===== src/hdl/sarq_pkg.sv =====
// Package for the report-alternating transmit queue.
// Types and constants shared by all modules; no dependencies.
package sarq_pkg;
  localparam int QueueDepth = 16;
  localparam int IdxW = $clog2(QueueDepth);
  localparam int CntW = $clog2(QueueDepth + 1);
  localparam logic [7:0] FullBlockLen = 8'd23;
  localparam logic [7:0] StaleLimit = 8'd5;
  localparam logic [7:0] ReuseMax = 8'd255;
  localparam int FifoDepth = 2;

  localparam logic [1:0] OP_ENQ = 2'd0;
  localparam logic [1:0] OP_SACCH = 2'd1;
  localparam logic [1:0] OP_TCH = 2'd2;

  localparam logic [1:0] ORIG_QUEUE = 2'd0;
  localparam logic [1:0] ORIG_CACHE = 2'd1;
  localparam logic [1:0] ORIG_DEFAULT = 2'd2;
  localparam logic [1:0] ORIG_NONE = 2'd3;

  localparam logic CFG_RR_PD = 1'b0;
  localparam logic CFG_MR_TYPE = 1'b1;

  typedef struct packed {
    logic [1:0] opcode;
    logic [7:0] entry_tag;
    logic [3:0] proto_disc;
    logic [7:0] msg_kind;
    logic [7:0] payload_len;
    logic       want_full_block;
  } in_item_t;

  typedef struct packed {
    logic       accepted;
    logic       found;
    logic [7:0] out_tag;
    logic [1:0] origin_code;
    logic       sent_report;
    logic [7:0] reuse_count;
    logic       stale_report;
  } out_item_t;

  // Classified command passed from the front to the back.
  typedef struct packed {
    logic [1:0] opcode;
    logic [7:0] tag;
    logic       is_report;
    logic       is_full;
    logic       want_full;
  } cmd_t;
endpackage


===== src/hdl/sacch_report_alternating_tx_queue_top.sv =====
// Top level of the report-alternating transmit queue.
// Depends on sarq_pkg, sarq_front and sarq_back.
//
// Usage: items enter on in_valid/in_ready carrying an opcode (enqueue,
// SACCH dequeue or TCH dequeue) and enqueue attributes. Every item yields
// exactly one result item on out_valid/out_ready.
// The front stage classifies an enqueue as a measurement report using the
// two configuration registers and pushes a command into a two-entry FIFO,
// so new items are taken while the back end is busy or stalled.
// The back end scans its sixteen-entry queue one entry per cycle and closes
// the gap left by a removed entry one entry per cycle; a dequeue goes from
// the scan state, through the shift state when it removes an entry, to the
// output state, an enqueue straight from idle to the output state.
// The single scan-and-shift loop in the back end sets the item rate.
// Reset clears the queue count, the alternation flag, the report cache and
// the reuse counter, and restores the register defaults (6 and 21).
// If the receiver holds out_ready low, the result waits in the output
// register, the back end stops, and the FIFO fills until in_ready drops.
// Configuration writes via cfg_we, cfg_index and cfg_data take effect at once.
module sacch_report_alternating_tx_queue_top (
  input  logic                 clk,
  input  logic                 rst,
  input  logic                 cfg_we,
  input  logic                 cfg_index,
  input  logic [7:0]           cfg_data,
  input  logic                 in_valid,
  output logic                 in_ready,
  input  sarq_pkg::in_item_t   in_item,
  output logic                 out_valid,
  input  logic                 out_ready,
  output sarq_pkg::out_item_t  out_item
);
  logic cmd_valid, cmd_ready;
  sarq_pkg::cmd_t cmd;

  sarq_front u_front (
    .clk, .rst, .cfg_we, .cfg_index, .cfg_data, .in_valid, .in_ready, .in_item,
    .cmd_valid, .cmd_ready, .cmd
  );

  sarq_back u_back (
    .clk, .rst, .cmd_valid, .cmd_ready, .cmd, .out_valid, .out_ready, .out_item
  );
endmodule


===== src/hdl/sarq_front.sv =====
// Front end: accepts items, classifies enqueues and feeds a short command FIFO.
// Depends on sarq_pkg.
module sarq_front (
  input  logic                 clk,
  input  logic                 rst,
  input  logic                 cfg_we,
  input  logic                 cfg_index,
  input  logic [7:0]           cfg_data,
  input  logic                 in_valid,
  output logic                 in_ready,
  input  sarq_pkg::in_item_t   in_item,
  output logic                 cmd_valid,
  input  logic                 cmd_ready,
  output sarq_pkg::cmd_t       cmd
);
  localparam int PW = $clog2(sarq_pkg::FifoDepth);
  logic [3:0] rr_pd;
  logic [7:0] mr_type;
  sarq_pkg::cmd_t fifo [sarq_pkg::FifoDepth];
  logic [PW-1:0] wr_ptr, rd_ptr;
  logic [PW:0] fill;
  sarq_pkg::cmd_t new_cmd;
  logic push, pop;

  assign in_ready = (fill != PW'(0) + (PW+1)'(sarq_pkg::FifoDepth));
  assign cmd_valid = (fill != '0);
  assign cmd = fifo[rd_ptr];
  assign push = in_valid && in_ready;
  assign pop = cmd_valid && cmd_ready;

  always_comb begin
    new_cmd.opcode = in_item.opcode;
    new_cmd.tag = in_item.entry_tag;
    new_cmd.is_report = (in_item.proto_disc == rr_pd) && (in_item.msg_kind == mr_type);
    new_cmd.is_full = (in_item.payload_len == sarq_pkg::FullBlockLen);
    new_cmd.want_full = in_item.want_full_block;
  end

  always_ff @(posedge clk) begin
    if (rst) begin
      rr_pd <= 4'd6;
      mr_type <= 8'd21;
      wr_ptr <= '0;
      rd_ptr <= '0;
      fill <= '0;
    end else begin
      if (cfg_we) begin
        case (cfg_index)
          sarq_pkg::CFG_RR_PD: rr_pd <= cfg_data[3:0];
          sarq_pkg::CFG_MR_TYPE: mr_type <= cfg_data;
          default: ;
        endcase
      end
      if (push) wr_ptr <= wr_ptr + PW'(1);
      if (pop) rd_ptr <= rd_ptr + PW'(1);
      case ({push, pop})
        2'b10: fill <= fill + (PW+1)'(1);
        2'b01: fill <= fill - (PW+1)'(1);
        default: ;
      endcase
    end
  end

  always_ff @(posedge clk) begin
    if (push) fifo[wr_ptr] <= new_cmd;
  end
endmodule


===== src/hdl/sarq_back.sv =====
// Back end: holds the frame queue, scans it one entry a cycle and compacts it.
// Depends on sarq_pkg.
module sarq_back (
  input  logic                 clk,
  input  logic                 rst,
  input  logic                 cmd_valid,
  output logic                 cmd_ready,
  input  sarq_pkg::cmd_t       cmd,
  output logic                 out_valid,
  input  logic                 out_ready,
  output sarq_pkg::out_item_t  out_item
);
  localparam int IW = sarq_pkg::IdxW;
  localparam int CW = sarq_pkg::CntW;

  typedef enum logic [1:0] {S_IDLE, S_SCAN, S_SHIFT, S_OUT} state_t;
  state_t state;

  logic [7:0] q_tag [sarq_pkg::QueueDepth];
  logic       q_rep [sarq_pkg::QueueDepth];
  logic       q_full [sarq_pkg::QueueDepth];
  logic [CW-1:0] count;
  logic last_rep, cache_ok;
  logic [7:0] reuse;
  sarq_pkg::cmd_t cur;
  logic [CW-1:0] idx;
  logic have_mr, have_nmr, hit;
  logic [IW-1:0] pos_mr, pos_nmr, pick;
  sarq_pkg::out_item_t res;
  logic [7:0] reuse_inc;

  assign cmd_ready = (state == S_IDLE);
  assign out_valid = (state == S_OUT);
  assign out_item = res;
  assign reuse_inc = (reuse != sarq_pkg::ReuseMax) ? reuse + 8'd1 : reuse;

  // Store writes: enqueue and one compaction step per cycle.
  always_ff @(posedge clk) begin
    if (state == S_IDLE && cmd_valid && cmd.opcode == sarq_pkg::OP_ENQ &&
        count != CW'(sarq_pkg::QueueDepth)) begin
      q_tag[count[IW-1:0]] <= cmd.tag;
      q_rep[count[IW-1:0]] <= cmd.is_report;
      q_full[count[IW-1:0]] <= cmd.is_full;
    end else if (state == S_SHIFT && (CW'(pick) + CW'(1)) < count) begin
      q_tag[pick] <= q_tag[pick + IW'(1)];
      q_rep[pick] <= q_rep[pick + IW'(1)];
      q_full[pick] <= q_full[pick + IW'(1)];
    end
  end

  always_ff @(posedge clk) begin
    if (rst) begin
      state <= S_IDLE;
      count <= '0;
      last_rep <= 1'b0;
      cache_ok <= 1'b0;
      reuse <= '0;
    end else begin
      case (state)
        S_IDLE: begin
          if (cmd_valid) begin
            cur <= cmd;
            idx <= '0;
            have_mr <= 1'b0;
            have_nmr <= 1'b0;
            hit <= 1'b0;
            res <= '{accepted: (cmd.opcode == sarq_pkg::OP_ENQ) &&
                               (count != CW'(sarq_pkg::QueueDepth)),
                     found: 1'b0, out_tag: 8'h00,
                     origin_code: sarq_pkg::ORIG_NONE, sent_report: 1'b0,
                     reuse_count: 8'h00, stale_report: 1'b0};
            case (cmd.opcode)
              sarq_pkg::OP_ENQ: begin
                if (count != CW'(sarq_pkg::QueueDepth)) begin
                  count <= count + CW'(1);
                end
                state <= S_OUT;
              end
              sarq_pkg::OP_SACCH, sarq_pkg::OP_TCH: state <= S_SCAN;
              default: state <= S_OUT;
            endcase
          end
        end
        S_SCAN: begin
          if (idx < count && !hit) begin
            if (cur.opcode == sarq_pkg::OP_TCH) begin
              if (q_full[idx[IW-1:0]] == cur.want_full) begin
                hit <= 1'b1;
                pick <= idx[IW-1:0];
              end
            end else if (q_rep[idx[IW-1:0]]) begin
              if (!have_mr) begin
                have_mr <= 1'b1;
                pos_mr <= idx[IW-1:0];
              end
            end else if (!have_nmr) begin
              have_nmr <= 1'b1;
              pos_nmr <= idx[IW-1:0];
            end
            idx <= idx + CW'(1);
          end else if (cur.opcode == sarq_pkg::OP_TCH) begin
            if (hit) begin
              res.found <= 1'b1;
              res.out_tag <= q_tag[pick];
              res.origin_code <= sarq_pkg::ORIG_QUEUE;
              state <= S_SHIFT;
            end else begin
              state <= S_OUT;
            end
          end else begin
            res.found <= 1'b1;
            if (!last_rep && have_mr || last_rep && (have_mr || have_nmr)) begin
              if (!last_rep || !have_nmr) begin
                pick <= pos_mr;
                res.out_tag <= q_tag[pos_mr];
                res.sent_report <= 1'b1;
                res.reuse_count <= 8'h00;
                cache_ok <= 1'b1;
                reuse <= 8'h00;
                last_rep <= 1'b1;
              end else begin
                pick <= pos_nmr;
                res.out_tag <= q_tag[pos_nmr];
                res.reuse_count <= reuse;
                res.stale_report <= reuse > sarq_pkg::StaleLimit;
                last_rep <= 1'b0;
              end
              res.origin_code <= sarq_pkg::ORIG_QUEUE;
              state <= S_SHIFT;
            end else begin
              res.origin_code <= cache_ok ? sarq_pkg::ORIG_CACHE : sarq_pkg::ORIG_DEFAULT;
              res.sent_report <= 1'b1;
              res.reuse_count <= reuse_inc;
              res.stale_report <= reuse_inc > sarq_pkg::StaleLimit;
              cache_ok <= 1'b1;
              reuse <= reuse_inc;
              last_rep <= 1'b1;
              state <= S_OUT;
            end
          end
        end
        S_SHIFT: begin
          if ((CW'(pick) + CW'(1)) < count) begin
            pick <= pick + IW'(1);
          end else begin
            count <= count - CW'(1);
            state <= S_OUT;
          end
        end
        S_OUT: if (out_ready) state <= S_IDLE;
        default: state <= S_IDLE;
      endcase
    end
  end
endmodule


===== config.mk =====
export PLATFORM = sky130hd
export DESIGN_NAME = sacch_report_alternating_tx_queue_top
export DESIGN_NICKNAME = d
export VERILOG_FILES = /design/src/hdl/sarq_pkg.sv /design/src/hdl/sacch_report_alternating_tx_queue_top.sv /design/src/hdl/sarq_front.sv /design/src/hdl/sarq_back.sv
export SDC_FILE = /design/constraint.sdc
export NUM_CORES = 1
export LEC_CHECK = 0
export CORE_ASPECT_RATIO = 0.75
export CORE_UTILIZATION = 40
export CTS_CLUSTER_DIAMETER = 50
export DETAILED_ROUTE_END_ITERATION = 16
export DONT_BUFFER_PORTS = 1
export GPL_TIMING_DRIVEN = 0
export SYNTH_ARGS = -nofsm -noshare
export SYNTH_HDL_FRONTEND = slang
export SYNTH_HIERARCHICAL = 1
export SYNTH_SLANG_ARGS = --single-unit

===== constraint.sdc =====
create_clock -name clk -period 4.5 [get_ports clk]
set_input_delay 0.45 -clock clk [delete_from_list [all_inputs] [get_ports clk]]
set_output_delay 0.45 -clock clk [all_outputs]
set_load 0.05 [all_outputs]

Yosys cells after proc, flatten, opt, wreduce, memory -nomap -nowiden. Memories as Yosys holds them, arrays and structs flattened. A register that Yosys moved wholly into a read port is not among the register bits. Index checks and enable logic that the tools add are counted. Widths: inputs -> output; s select.

Logic and storage cells: 213. Memories: 4. Bits in registers: 78. Input bits: 45. Output and inout bits: 24. Bits in writable memories: 186.

Order comparisons: 4. Reduce and logical (&&, ||, !) cells: 46. Add/sub/neg operators: 10. Equal/unequal tests: 36. Bitwise operators: 7. Multiplexer cells: 80.

Memory list: u_back.q_tag (words 16, width 8, read ports 4, clocked after Yosys merged registers in 3, write ports 1, line sarq_back.sv:19) `logic [7:0] q_tag [sarq_pkg::QueueDepth];`; u_front.fifo (words 2, width 13, read ports 1, clocked after Yosys merged registers in 1, write ports 1, line sarq_front.sv:19) `sarq_pkg::cmd_t fifo [sarq_pkg::FifoDepth];`; u_back.q_full (words 16, width 1, read ports 2, clocked after Yosys merged registers in 1, write ports 1, line sarq_back.sv:21) `logic q_full [sarq_pkg::QueueDepth];`; u_back.q_rep (words 16, width 1, read ports 2, clocked after Yosys merged registers in 1, write ports 1, line sarq_back.sv:20) `logic q_rep [sarq_pkg::QueueDepth];`.

Operators with widths (count): $mux 4 (15); $mux 8 (6); $reduce_and 6->1 (8); $mux 21 (2); $pmux 21 s2 (1); $mux 1 (31); $mux 5 (6); $mux 11 (2); $pmux 5 s2 (2); $gt 8x3->1 const B (2); $ne 2x1->1 const B (8); $reduce_and 5->1 (3); $mux 2 (7); $ne 2x2->1 const B (7); $mux 12 (1); $ne 3x3->1 const B (4); $reduce_and 4->1 (3); $add 5x1->5 const B (2); $eq 2x2->1 const B (5); $logic_and 1x1->1 (10); $lt 5x5->1 (2); $mux 10 (1); $reduce_bool 2->1 (5); $add 8x1->8 const B (1); 29 further kinds (49).

Logic depth before layout (Yosys ltp). Gate-level depths: netlist of run 1.

Depth after elaboration: 8. Depth in mapped cells: 13.

Modules after synthesis. Netlist of run 1, hierarchy kept.

By module, submodules not included: sarq_back (cells each 901, area an instance 13641.8 µm², sequential area each 6816.5 µm², instances 1); sarq_front (cells each 133, area an instance 1739.2 µm², sequential area each 1121.1 µm², instances 1).

Worst setup path before layout of run 1. No wires, ideal clock.

Path kind: register to register. Start point: reg u_back.pick[1]. End point: mem u_back.q_full[14] (enable). Cell stages (with the launch flop): 11. Library setup time: 0.395 ns. Setup slack: 0.623 ns. Arrival time: 3.482 ns. Period minus slack after synthesis: 3.877 ns. Cell sequence: edfxtp_1 > ha_1 > xnor2_1 > clkbuf_1 > inv_1 > ha_1 > o211a_1 > o31ai_1 > nand3_1 > clkbuf_1 > o32ai_1.

Cells in the longest elaborated chain, start to end: 8.

Ends and longest elaborated chain: start: declaration (line sarq_back.sv:28) `logic [IW-1:0] pos_mr, pos_nmr, pick;`; start signal: assignment (line sarq_back.sv:89) `pick <= idx[IW-1:0];`; start signal: assignment (line sarq_back.sv:114) `pick <= pos_mr;`; start signal: assignment (line sarq_back.sv:122) `pick <= pos_nmr;`; $add 4x1->5 (line sarq_back.sv:44) `end else if (state == S_SHIFT && (CW'(pick) + CW'(1)) < count) begin`; $lt 5x5->1 (line sarq_back.sv:44); $logic_and 1x1->1 (line sarq_back.sv:44); $mux 1 (line sarq_back.sv:44); $mux 1 (line sarq_back.sv:39) `if (state == S_IDLE && cmd_valid && cmd.opcode == sarq_pkg::OP_ENQ &&`; $mux 1 (not written as such) (line sarq_back.sv:47) `q_full[pick] <= q_full[pick + IW'(1)];`; $reduce_or 1->1 (no line); $mux 4 (no line) / $mux 1 (equally long branches); end: declaration (line sarq_back.sv:21).

Several ways; a longest one is shown, not always the timed one.

Worst setup path after layout of run 1.
Start point: reg u_back.pick[1]. End point: mem u_back.q_tag[0][2] (enable).

Cells in the longest elaborated chain, start to end: 8.

Ends and longest elaborated chain: $add 4x1->5 (line sarq_back.sv:44); $lt 5x5->1 (line sarq_back.sv:44); $logic_and 1x1->1 (line sarq_back.sv:44); $mux 1 (line sarq_back.sv:44); $mux 1 (line sarq_back.sv:39); $mux 1 (not written as such) (line sarq_back.sv:45) `q_tag[pick] <= q_tag[pick + IW'(1)];`; $reduce_or 8->1 (no line); $mux 4 (no line) / $mux 1 (equally long branches); end: declaration (line sarq_back.sv:19).

Several ways; a longest one is shown, not always the timed one.

==> impl_metrics.sql, run 1 <==
INSERT INTO impl_metrics (metric_group, metric, value, unit) VALUES
('pwr', 'power.sequential.fraction', '0.384', ''),
('cells_and_area', 'finished_cell_area', '0.0175', 'mm^2'),
('pwr', 'vdd.ir_drop.worst', '0.286', 'mV'),
('critical_path', 'critical_path.most_common_cell', 'sky130_fd_sc_hd__ha_1', ''),
('place', 'standard_cell_area_after_detailed_placement', '0.0162', 'mm^2'),
('cells_and_area', 'fin_util', '0.466', ''),
('place', 'detailed_place_hpwl', '31800', 'um'),
('critical_path', 'critical_path.reg2reg.endpoint', 'u_back/q_tag[0][2]', ''),
('critical_path', 'worst_setup_path_start_kind', 'flop', ''),
('die', 'floorplan.die_area', '0.0392', 'mm^2'),
('grt', 'overflow', '0', ''),
('timing', 'max_clock_freq', '235', 'MHz'),
('pwr', 'power_switching', '0.00350', 'W'),
('critical_path', 'path_delay_family', 'buffers and inverters', ''),
('critical_path', 'timing.critical_path.to_type', 'flop', ''),
('timing', 'layout_worst_path_cycle_share', '0.945', ''),
('critical_path', 'worst_path_fanout_max', '10', ''),
('timing', 'period_minus_slack', '4.25', 'ns'),
('place', 'place.gp.congestion', '0.919', ''),
('timing', 'report.final.slew_viol_count', '0', ''),
('synth', 'syn-instance-count', '1034', ''),
('grt', 'grt_first_pass_wirelength', '67100', 'um'),
('timing', 'tightestPinTransition', '1.35', 'ns'),
('synth', 'ys_warn_count', '6', ''),
('hold_path', 'min_delay_worst_endpoint', 'u_front/fifo[1][10]', ''),
('drt', 'drc', '0', ''),
('flow_run', 'drv.max_cap_violation_count', '0', ''),
('clock_tree', 'ctsLongestPathBuffers', '3', ''),
('critical_path', 'required', '4.73', 'ns'),
('pwr', 'leakagePower', '5.65', 'nW'),
('drt', 'drt-met1-wl', '19500', 'um'),
('cells_and_area', 'n_antenna_cell', '0', ''),
('place', 'post-place-ws', '-0.930', 'ns'),
('cells_and_area', 'syn_to_final_growth', '13.5', '%'),
('synth', 'sequential_to_total_area_share_from_yosys_stat', '0.516', ''),
('die', 'initial_core_util', '0.410', ''),
('timing', 'fin_worst_skew', '0.0177', 'ns'),
('critical_path', 'cp.buffers_inverters', '4', ''),
('drt', 'vias_after_detailed_routing', '10353', ''),
('pwr', 'pwr-share-comb', '0.338', ''),
('critical_path', 'rr_worst_depth', '12', ''),
('synth', 'synth_mux_area_frac', '0.284', ''),
('grt', 'grt_pass1_vias', '9736', ''),
('cells_and_area', 'fin_nets', '1153', ''),
('critical_path', 'crit-reg2reg-launch', 'u_back/pick[1]', ''),
('timing', 'max-slew-margin-rel', '0.101', ''),
('drt', 'met2_length', '19700', 'um'),
('synth', 'synthesis.nets', '1102', ''),
('critical_path', 'timing.critical_path.cells', 'ha_1 -> xnor2_1 -> clkbuf_4 -> inv_1 -> ha_1 -> o31ai_1 -> nand3_1 -> buf_2 -> nor3_1 -> a31oi_2 -> nor2_2 -> buf_8', ''),
('synth', 'yosys.area_share.xor_xnor', '0.0154', ''),
('pwr', 'power_switching_share', '0.355', ''),
('clock_tree', 'clk-insertion-delay-late', '0.53', 'ns'),
('clock_tree', 'clk_pin_slew_worst_paths', '0.06', 'ns'),
('drt', 'vias_per_cell', '6.41', ''),
('grt', 'grt_max_degree', '17', ''),
('timing', 'setup_tns', '0', 'ns'),
('place', 'io_buffer_count', '0', ''),
('clock_tree', 'cts_tree', 'done', ''),
('synth', 'post_synth_arst_share', '0', ''),
('synth', 'ys_seq_elements', '281', ''),
('cells_and_area', 'multi_input_comb_area', '0.00711', 'mm^2'),
('critical_path', 'worst_path_max_delay_cell', 'sky130_fd_sc_hd__edfxtp_1', ''),
('synth', 'compound_gate_portion_of_the_synthesized_area', '0.0666', ''),
('critical_path', 'r2r_slack', '0.25', 'ns'),
('outcome', 'status', 'finished, final reports clean', ''),
('synth', 'ys_dominant_reg_cell', 'sky130_fd_sc_hd__edfxtp_1', ''),
('hold_path', 'hold_path.startpoint', 'in_item[28]', ''),
('timing', 'rsz0062_at_grt', 'false', ''),
('synth', 'synth_edf_count', '231', ''),
('clock_tree', 'cts_htree_levels', '2', ''),
('pwr', 'power.density', '565', 'mW/mm^2');
registers in the layout, summed over array words and instances (netlist names), 5 cells and up, named ones only:
signal,count
u_back/q_tag,128
u_front/fifo,26
u_back/out_item,22
u_back/q_full,16
u_back/q_rep,16
u_back/reuse,8
u_front/mr_type,8
u_back/count,5
u_back/idx,5
synth_stat cells, drive strengths merged (3+ instances only):
master | instances | area, um^2
or2 | 3 | 18.8
nor4 | 6 | 67.6
mux2 | 35 | 394
nand4 | 6 | 37.5
a22oi | 12 | 90.1
a31o | 4 | 35.0
and3 | 10 | 62.6
a31oi | 14 | 87.6
a211oi | 7 | 52.6
a21oi | 56 | 280
o21ai | 25 | 125
nor2b | 13 | 81.3
nand2 | 55 | 206
nand3b | 4 | 30.0
or3 | 3 | 18.8
a21o | 4 | 30.0
a41oi | 3 | 26.3
nor3 | 14 | 75.1
a2111oi | 3 | 26.3
clkbuf | 46 | 173
and2 | 7 | 43.8
o31ai | 4 | 30.0
dfxtp | 50 | 1000
xor2 | 8 | 70.1
nand3 | 18 | 90.1
inv | 29 | 109
mux4 | 170 | 3850
nor2 | 63 | 236
xnor2 | 19 | 166
buf | 34 | 156
o21a | 3 | 22.5
a32oi | 3 | 26.3
nand2b | 7 | 43.8
mux2i | 13 | 130
ha | 22 | 275
edfxtp | 231 | 6940
nor3b | 3 | 22.5
cell families after synthesis:
kind of cell	count (synthesis)
AOI/OAI and AO/OA	159
xor gates and xnor gates	27
DFF	281
and+or+nand+nor	216
buffers and inverters	110
muxes	218
adders and majority gates	23
placed cells by master (no fill, tap or decap), drive strengths merged, types with 18 or more instances in the layout:
master and n:
o21ai 25, mux4 170, a21oi 56, edfxtp 231, buf 47, mux2 35, inv 31, clkbuf 86
nand3 18, dfxtp 50, xnor2 19, nand2 55, nor2 63, ha 22
routing by layer:
metal	global-route usage	up-vias
met1	0.353	5266
met2	0.345	694
met3	0.0570	76
met5	0	-
li1	-	4317
met4	0.0674	0
power groups by stage:
stage	combinational [W]	sequential, W	clock [W]
finish	0.00333	0.00378	0.00274
global route	0.00354	0.00381	0.00288
CTS	0.00328	0.00378	0.00279
detailed placement	0.00324	0.00383	0
global placement	0.00319	0.00383	0
floorplan	0.00228	0.00376	0
area by class of cell:
type                       count  area share
multi-input combinational    643       0.407
inverter                      30     0.00645
clock buffer                  40      0.0543
clock inverter                22      0.0106
sequential                   281       0.455
tap                          504      0.0361
buffer                        80      0.0193
timing repair buffer          14      0.0112
timing repair:
| action | CTS | global route |
|---|---|---|
| buffers inserted | 0 | 2 |
| hold endpoints to repair | 2 | 0 |
| hold buffers | 1 | 0 |
| endpoints found under the setup margin | 253 | 115 |
| pin swaps | 0 | 1 |
| gates resized for setup | 9 | 3 |
| gates cloned | 0 | 0 |
per-stage QoR:
step           instances  total power (W)  hold slack, ns
2_1_floorplan       1034          0.00603           0.449
3_3_place_gp        1538          0.00702           0.457
3_5_place_dp        1549          0.00707           0.459
6_report            1614          0.00985          0.0295
5_1_grt             1614           0.0102         0.00628
4_1_cts             1612          0.00984         0.00809
worst max path at each step:
stage                           to  depth (start not counted)  slack, ns      startpoint
2_1_floorplan    u_back/q_full[14]                         10       0.62  u_back/pick[1]
3_3_place_gp   u_back/q_tag[14][3]                         11      -2.08  u_back/pick[0]
3_5_place_dp    u_back/q_tag[5][3]                         12      -0.93  u_back/pick[0]
4_1_cts        u_back/q_tag[15][6]                          9       0.08  u_back/pick[1]
5_1_grt         u_back/q_tag[0][6]                         12       0.02  u_back/pick[1]
6_report        u_back/q_tag[0][2]                         12       0.25  u_back/pick[1]
No activity file was read; power rests on OpenSTA's default activity.
==> run 2, diff against run 1 <==
--- a/config.mk
+++ b/config.mk
@@ -6,12 +6,11 @@
 export NUM_CORES = 1
 export LEC_CHECK = 0
 export CORE_ASPECT_RATIO = 0.75
-export CORE_UTILIZATION = 40
+export CORE_UTILIZATION = 50
 export CTS_CLUSTER_DIAMETER = 50
 export DETAILED_ROUTE_END_ITERATION = 16
 export DONT_BUFFER_PORTS = 1
 export GPL_TIMING_DRIVEN = 0
 export SYNTH_ARGS = -nofsm -noshare
 export SYNTH_HDL_FRONTEND = slang
-export SYNTH_HIERARCHICAL = 1
 export SYNTH_SLANG_ARGS = --single-unit
==> run 2 against run 1 <==
  * Sequential power is 3% higher
  * Via count is 1.3% lower
  * Synthesized cell count is 0.19% lower
  * Flip-flop and latch count stayed put
  * First-iteration DRC count is 15% lower
  * Critical path type unchanged
  * Critical endpoint is now u_back.q_rep[7]
==> impl_metrics.sql, run 2 <==
INSERT INTO impl_metrics (metric_group, metric, value, unit) VALUES
('outcome', 'status', 'finished, final reports clean', ''),
('place', 'io_buffer_count', '0', ''),
('drt', 'detailed_route_iter0_violations', '1116', ''),
('timing', 'fin_worst_skew', '0.0189', 'ns'),
('die', 'width_of_the_die', '204', 'um'),
('cells_and_area', 'n_fill_cell', '2386', ''),
('grt', 'grt_max_degree', '17', ''),
('synth', 'ys_dominant_reg_cell', 'sky130_fd_sc_hd__edfxtp_1', ''),
('synth', 'ys_seq_elements', '281', ''),
('synth', 'synthMostInstantiatedCell', 'sky130_fd_sc_hd__edfxtp_1', ''),
('pwr', 'power_switching', '0.00387', 'W'),
('cells_and_area', 'fin_nets', '1160', ''),
('clock_tree', 'cts_tree', 'done', ''),
('critical_path', 'rr_worst_depth', '13', ''),
('synth', 'sequential_to_total_area_share_from_yosys_stat', '0.520', ''),
('clock_tree', 'cts-buffers-inserted', '31', ''),
('critical_path', 'required', '4.79', 'ns'),
('die', 'row_count', '55', ''),
('place', 'post-place-cells', '1439', ''),
('synth', 'post_synth_and_or_nand_nor_area_fraction', '0.0730', ''),
('pwr', 'power.sequential.fraction', '0.374', ''),
('die', 'die_h', '153', 'um'),
('synth', 'synth_top_family_by_area', 'multiplexers', ''),
('timing', 'max_clock_freq', '232', 'MHz'),
('timing', 'layout_worst_path_cycle_share', '0.957', ''),
('clock_tree', 'ctsLongestPathBuffers', '3', ''),
('grt', 'initial_antenna_violation_count', '0', ''),
('critical_path', 'timing.critical_path.arrival', '4.60', 'ns'),
('clock_tree', 'cts.sinks', '281', ''),
('synth', 'synth_edf_count', '231', ''),
('timing', 'report.final.slew_viol_count', '0', ''),
('pwr', 'pwr-share-clk', '0.247', ''),
('synth', 'yosys.area_share.xor_xnor', '0.0149', ''),
('critical_path', 'worst_setup_path_start_kind', 'flop', ''),
('pwr', 'cellInternalPower', '0.00656', 'W'),
('flow_run', 'drv.max_cap_violation_count', '0', ''),
('hold_path', 'worst_hold_path_depth', '1', ''),
('synth', 'ys_warn_count', '0', ''),
('die', 'floorplan.core_area', '0.0301', 'mm^2'),
('critical_path', 'worst_path_fanout_max', '10', ''),
('cells_and_area', 'largest_register', 'u_back.q_tag', ''),
('synth', 'post_synth_arst_share', '0', ''),
('clock_tree', 'clk_root_buffer_cell', 'sky130_fd_sc_hd__clkbuf_16', ''),
('timing', 'setup_viol', '0', ''),
('synth', 'post_synthesis_cell_type_with_the_largest_combined_area', 'sky130_fd_sc_hd__edfxtp_1', ''),
('synth', 'post_synth_num_cell_types', '58', ''),
('timing', 'tightestPinTransition', '1.26', 'ns'),
('timing', 'period_minus_slack', '4.31', 'ns'),
('drt', 'detail_route.wirelength', '45000', 'um'),
('cells_and_area', 'number_of_flip_flops_under_the_largest_register_name', '128', ''),
('place', 'detailed_place_hpwl', '30900', 'um'),
('synth', 'dominant_cells_by_area_after_synthesis', 'sky130_fd_sc_hd__edfxtp_1 45%, sky130_fd_sc_hd__mux4_2 24%, sky130_fd_sc_hd__dfxtp_1 6.6%, sky130_fd_sc_hd__mux2i_1 2.5%, sky130_fd_sc_hd__nor2_1 2.1%', ''),
('drt', 'vias_after_detailed_routing', '10219', ''),
('pwr', 'vdd.ir_drop.worst', '0.403', 'mV'),
('synth', 'share_of_the_synthesized_area_in_the_top_cell_type', '0.454', ''),
('die', 'initial_core_util', '0.508', ''),
('grt', 'grt_first_pass_wirelength', '65900', 'um'),
('synth', 'syn-mean-instance-area', '14.8', 'um^2'),
('pwr', 'power.density', '602', 'mW/mm^2'),
('drt', 'detailedRoute.firstPassIterationCount', '5', ''),
('clock_tree', 'postCtsSetupRepairBufs', '0', ''),
('cells_and_area', 'stdcell_count', '1516', ''),
('cells_and_area', 'n_antenna_cell', '0', ''),
('critical_path', 'worstSetupPathType', 'flop to flop', ''),
('clock_tree', 'clk-insertion-delay-late', '0.58', 'ns'),
('die', 'floorplan.die_area', '0.0312', 'mm^2'),
('pwr', 'leakagePower', '5.70', 'nW'),
('timing', 'finalHoldViolCount', '0', ''),
('synth', 'syn-instance-count', '1032', ''),
('synth', 'compound_gate_portion_of_the_synthesized_area', '0.0541', ''),
('synth', 'synth_mux_area_frac', '0.293', ''),
('pwr', 'pwr-share-comb', '0.379', ''),
('synth', 'yosys.area_share.adder', '0.0193', ''),
('hold_path', 'worstHoldPathType', 'input port to flop', ''),
('drt', 'vias_per_cell', '6.74', ''),
('timing', 'rsz0062_at_grt', 'true', ''),
('grt', 'grt.total_usage', '0.295', ''),
('synth', 'syn-cell-area', '0.0153', 'mm^2'),
('drt', 'wire_per_inst', '29.7', 'um'),
('drt', 'ant_nets', '0', ''),
('pwr', 'power_switching_share', '0.371', ''),
('cells_and_area', 'syn_to_final_growth', '13.6', '%'),
('cells_and_area', 'fin_util', '0.577', ''),
('clock_tree', 'clk_pin_slew_worst_paths', '0.06', 'ns'),
('grt', 'overflow', '0', ''),
('cells_and_area', 'layout_commonest_cell', 'sky130_fd_sc_hd__edfxtp_1', ''),
('die', 'count_of_boundary_i_o_pins', '69', ''),
('synth', 'top_cells_by_instance_count_after_synthesis', '231 x sky130_fd_sc_hd__edfxtp_1, 163 x sky130_fd_sc_hd__mux4_2, 85 x sky130_fd_sc_hd__nor2_1, 55 x sky130_fd_sc_hd__nand2_1, 50 x sky130_fd_sc_hd__dfxtp_1', ''),
('place', 'place.gp.congestion', '0.926', ''),
('timing', 'max-slew-margin-rel', '0.162', ''),
('clock_tree', 'cts_htree_levels', '1', ''),
('cells_and_area', 'layout-drive-gt1-share', '0.268', ''),
('synth', 'synthesis.nets', '1100', ''),
('grt', 'grt_pass1_vias', '9596', ''),
('cells_and_area', 'mostFrequentLayoutCells', '231 x sky130_fd_sc_hd__edfxtp_1, 163 x sky130_fd_sc_hd__mux4_2, 72 x sky130_fd_sc_hd__nor2_1', ''),
('drt', 'drc', '0', ''),
('critical_path', 'timing.critical_path.to_type', 'flop', '');
run 2: changes by cell type after synthesis, moves of 4 or more:
cell	before	now
sky130_fd_sc_hd__a21oi_1	56	46
sky130_fd_sc_hd__a22oi_1	12	7
sky130_fd_sc_hd__a31oi_1	14	9
sky130_fd_sc_hd__clkbuf_1	46	41
sky130_fd_sc_hd__inv_1	29	25
sky130_fd_sc_hd__mux2_2	35	23
sky130_fd_sc_hd__mux2i_1	13	38
sky130_fd_sc_hd__nand3_1	18	35
sky130_fd_sc_hd__nor2_1	63	85
sky130_fd_sc_hd__nor2b_1	13	8
sky130_fd_sc_hd__o22ai_1	1	7
run 2: cell type report:
class                           instances  area, um^2  area share
Inverter                               26        97.6     0.00563
Multi-Input combinational cell        651        7150       0.412
Timing Repair Buffer                   27         310      0.0179
Clock inverter                         19         164     0.00945
Tap cell                              399         499      0.0288
Sequential cell                       281        7940       0.458
Buffer                                 74         307      0.0177
Clock buffer                           39         880      0.0507
run 2: worst max-delay path, cell delays in order, from the launching register on:
cell and delay [ns]:
sky130_fd_sc_hd__edfxtp_1 0.53, sky130_fd_sc_hd__ha_1 0.28, sky130_fd_sc_hd__xnor2_1 0.28, sky130_fd_sc_hd__buf_4 0.37, sky130_fd_sc_hd__inv_1 0.10, sky130_fd_sc_hd__ha_1 0.31, sky130_fd_sc_hd__a21o_1 0.16, sky130_fd_sc_hd__a31oi_1 0.20
sky130_fd_sc_hd__o21ai_0 0.19, sky130_fd_sc_hd__a21o_1 0.30, sky130_fd_sc_hd__clkbuf_2 0.25, sky130_fd_sc_hd__o22a_1 0.33, sky130_fd_sc_hd__nor2_2 0.48, sky130_fd_sc_hd__buf_8 0.23
run 2: stage by stage:
stage | setup TNS, ns | hold WS [ns] | total power, W | worst slack [ns] | area (um^2)
global route | -0.787 | 0.0791 | 0.0109 | -0.0589 | 17300
detailed placement | -217.56 | 0.457 | 0.00768 | -0.965 | 15900
global placement | -275.56 | 0.449 | 0.00763 | -1.22 | 15800
finish | 0 | 0.0834 | 0.0104 | 0.193 | 17300
CTS | -5.83 | 0.0665 | 0.0103 | -0.173 | 17200
floorplan | 0 | 0.438 | 0.00651 | 0.559 | 15300
run 2: worst paths after layout:
path / end / start / slack (ns)
hold reg to reg: u_back.cache_ok / u_back.cache_ok / 0.47
setup / recovery: u_back.q_rep[7] / u_back.pick[1] / 0.19
setup reg to reg: u_back.q_rep[7] / u_back.pick[1] / 0.19
hold / removal: u_front.fifo[1][1] / in_item[7] / 0.08
run 2: metal layers:
metal | share of wire | global-route usage
met1 | 0.43 | 0.449
met2 | 0.43 | 0.401
met3 | 0.12 | 0.0942
met4 | 0.030 | 0.0892
met5 | 0 | 0
run 2: cell families after synthesis:
| kind of cell | after synthesis |
|---|---|
| AND/OR/NAND/NOR | 239 |
| buffers and inverters | 100 |
| flip-flops | 281 |
| AO/OA/AOI/OAI | 133 |
| XOR/XNOR | 26 |
| adder cells (fa/ha/maj) | 23 |
| multiplexers | 230 |
run 2: timing repair:
action	CTS	global route
hold buffers	19	0
endpoints found under the hold margin	34	0
resized for setup	22	25
cloned	0	0
setup endpoints to repair	320	320
run 2: power groups by stage:
stage | clock network (W) | logic [W] | registers [W]
final | 0.00258 | 0.00395 | 0.00390
after global routing | 0.00271 | 0.00421 | 0.00393
after CTS | 0.00261 | 0.00381 | 0.00390
after detailed placement | 0 | 0.00373 | 0.00395
after global placement | 0 | 0.00369 | 0.00395
after floorplan | 0 | 0.00264 | 0.00387
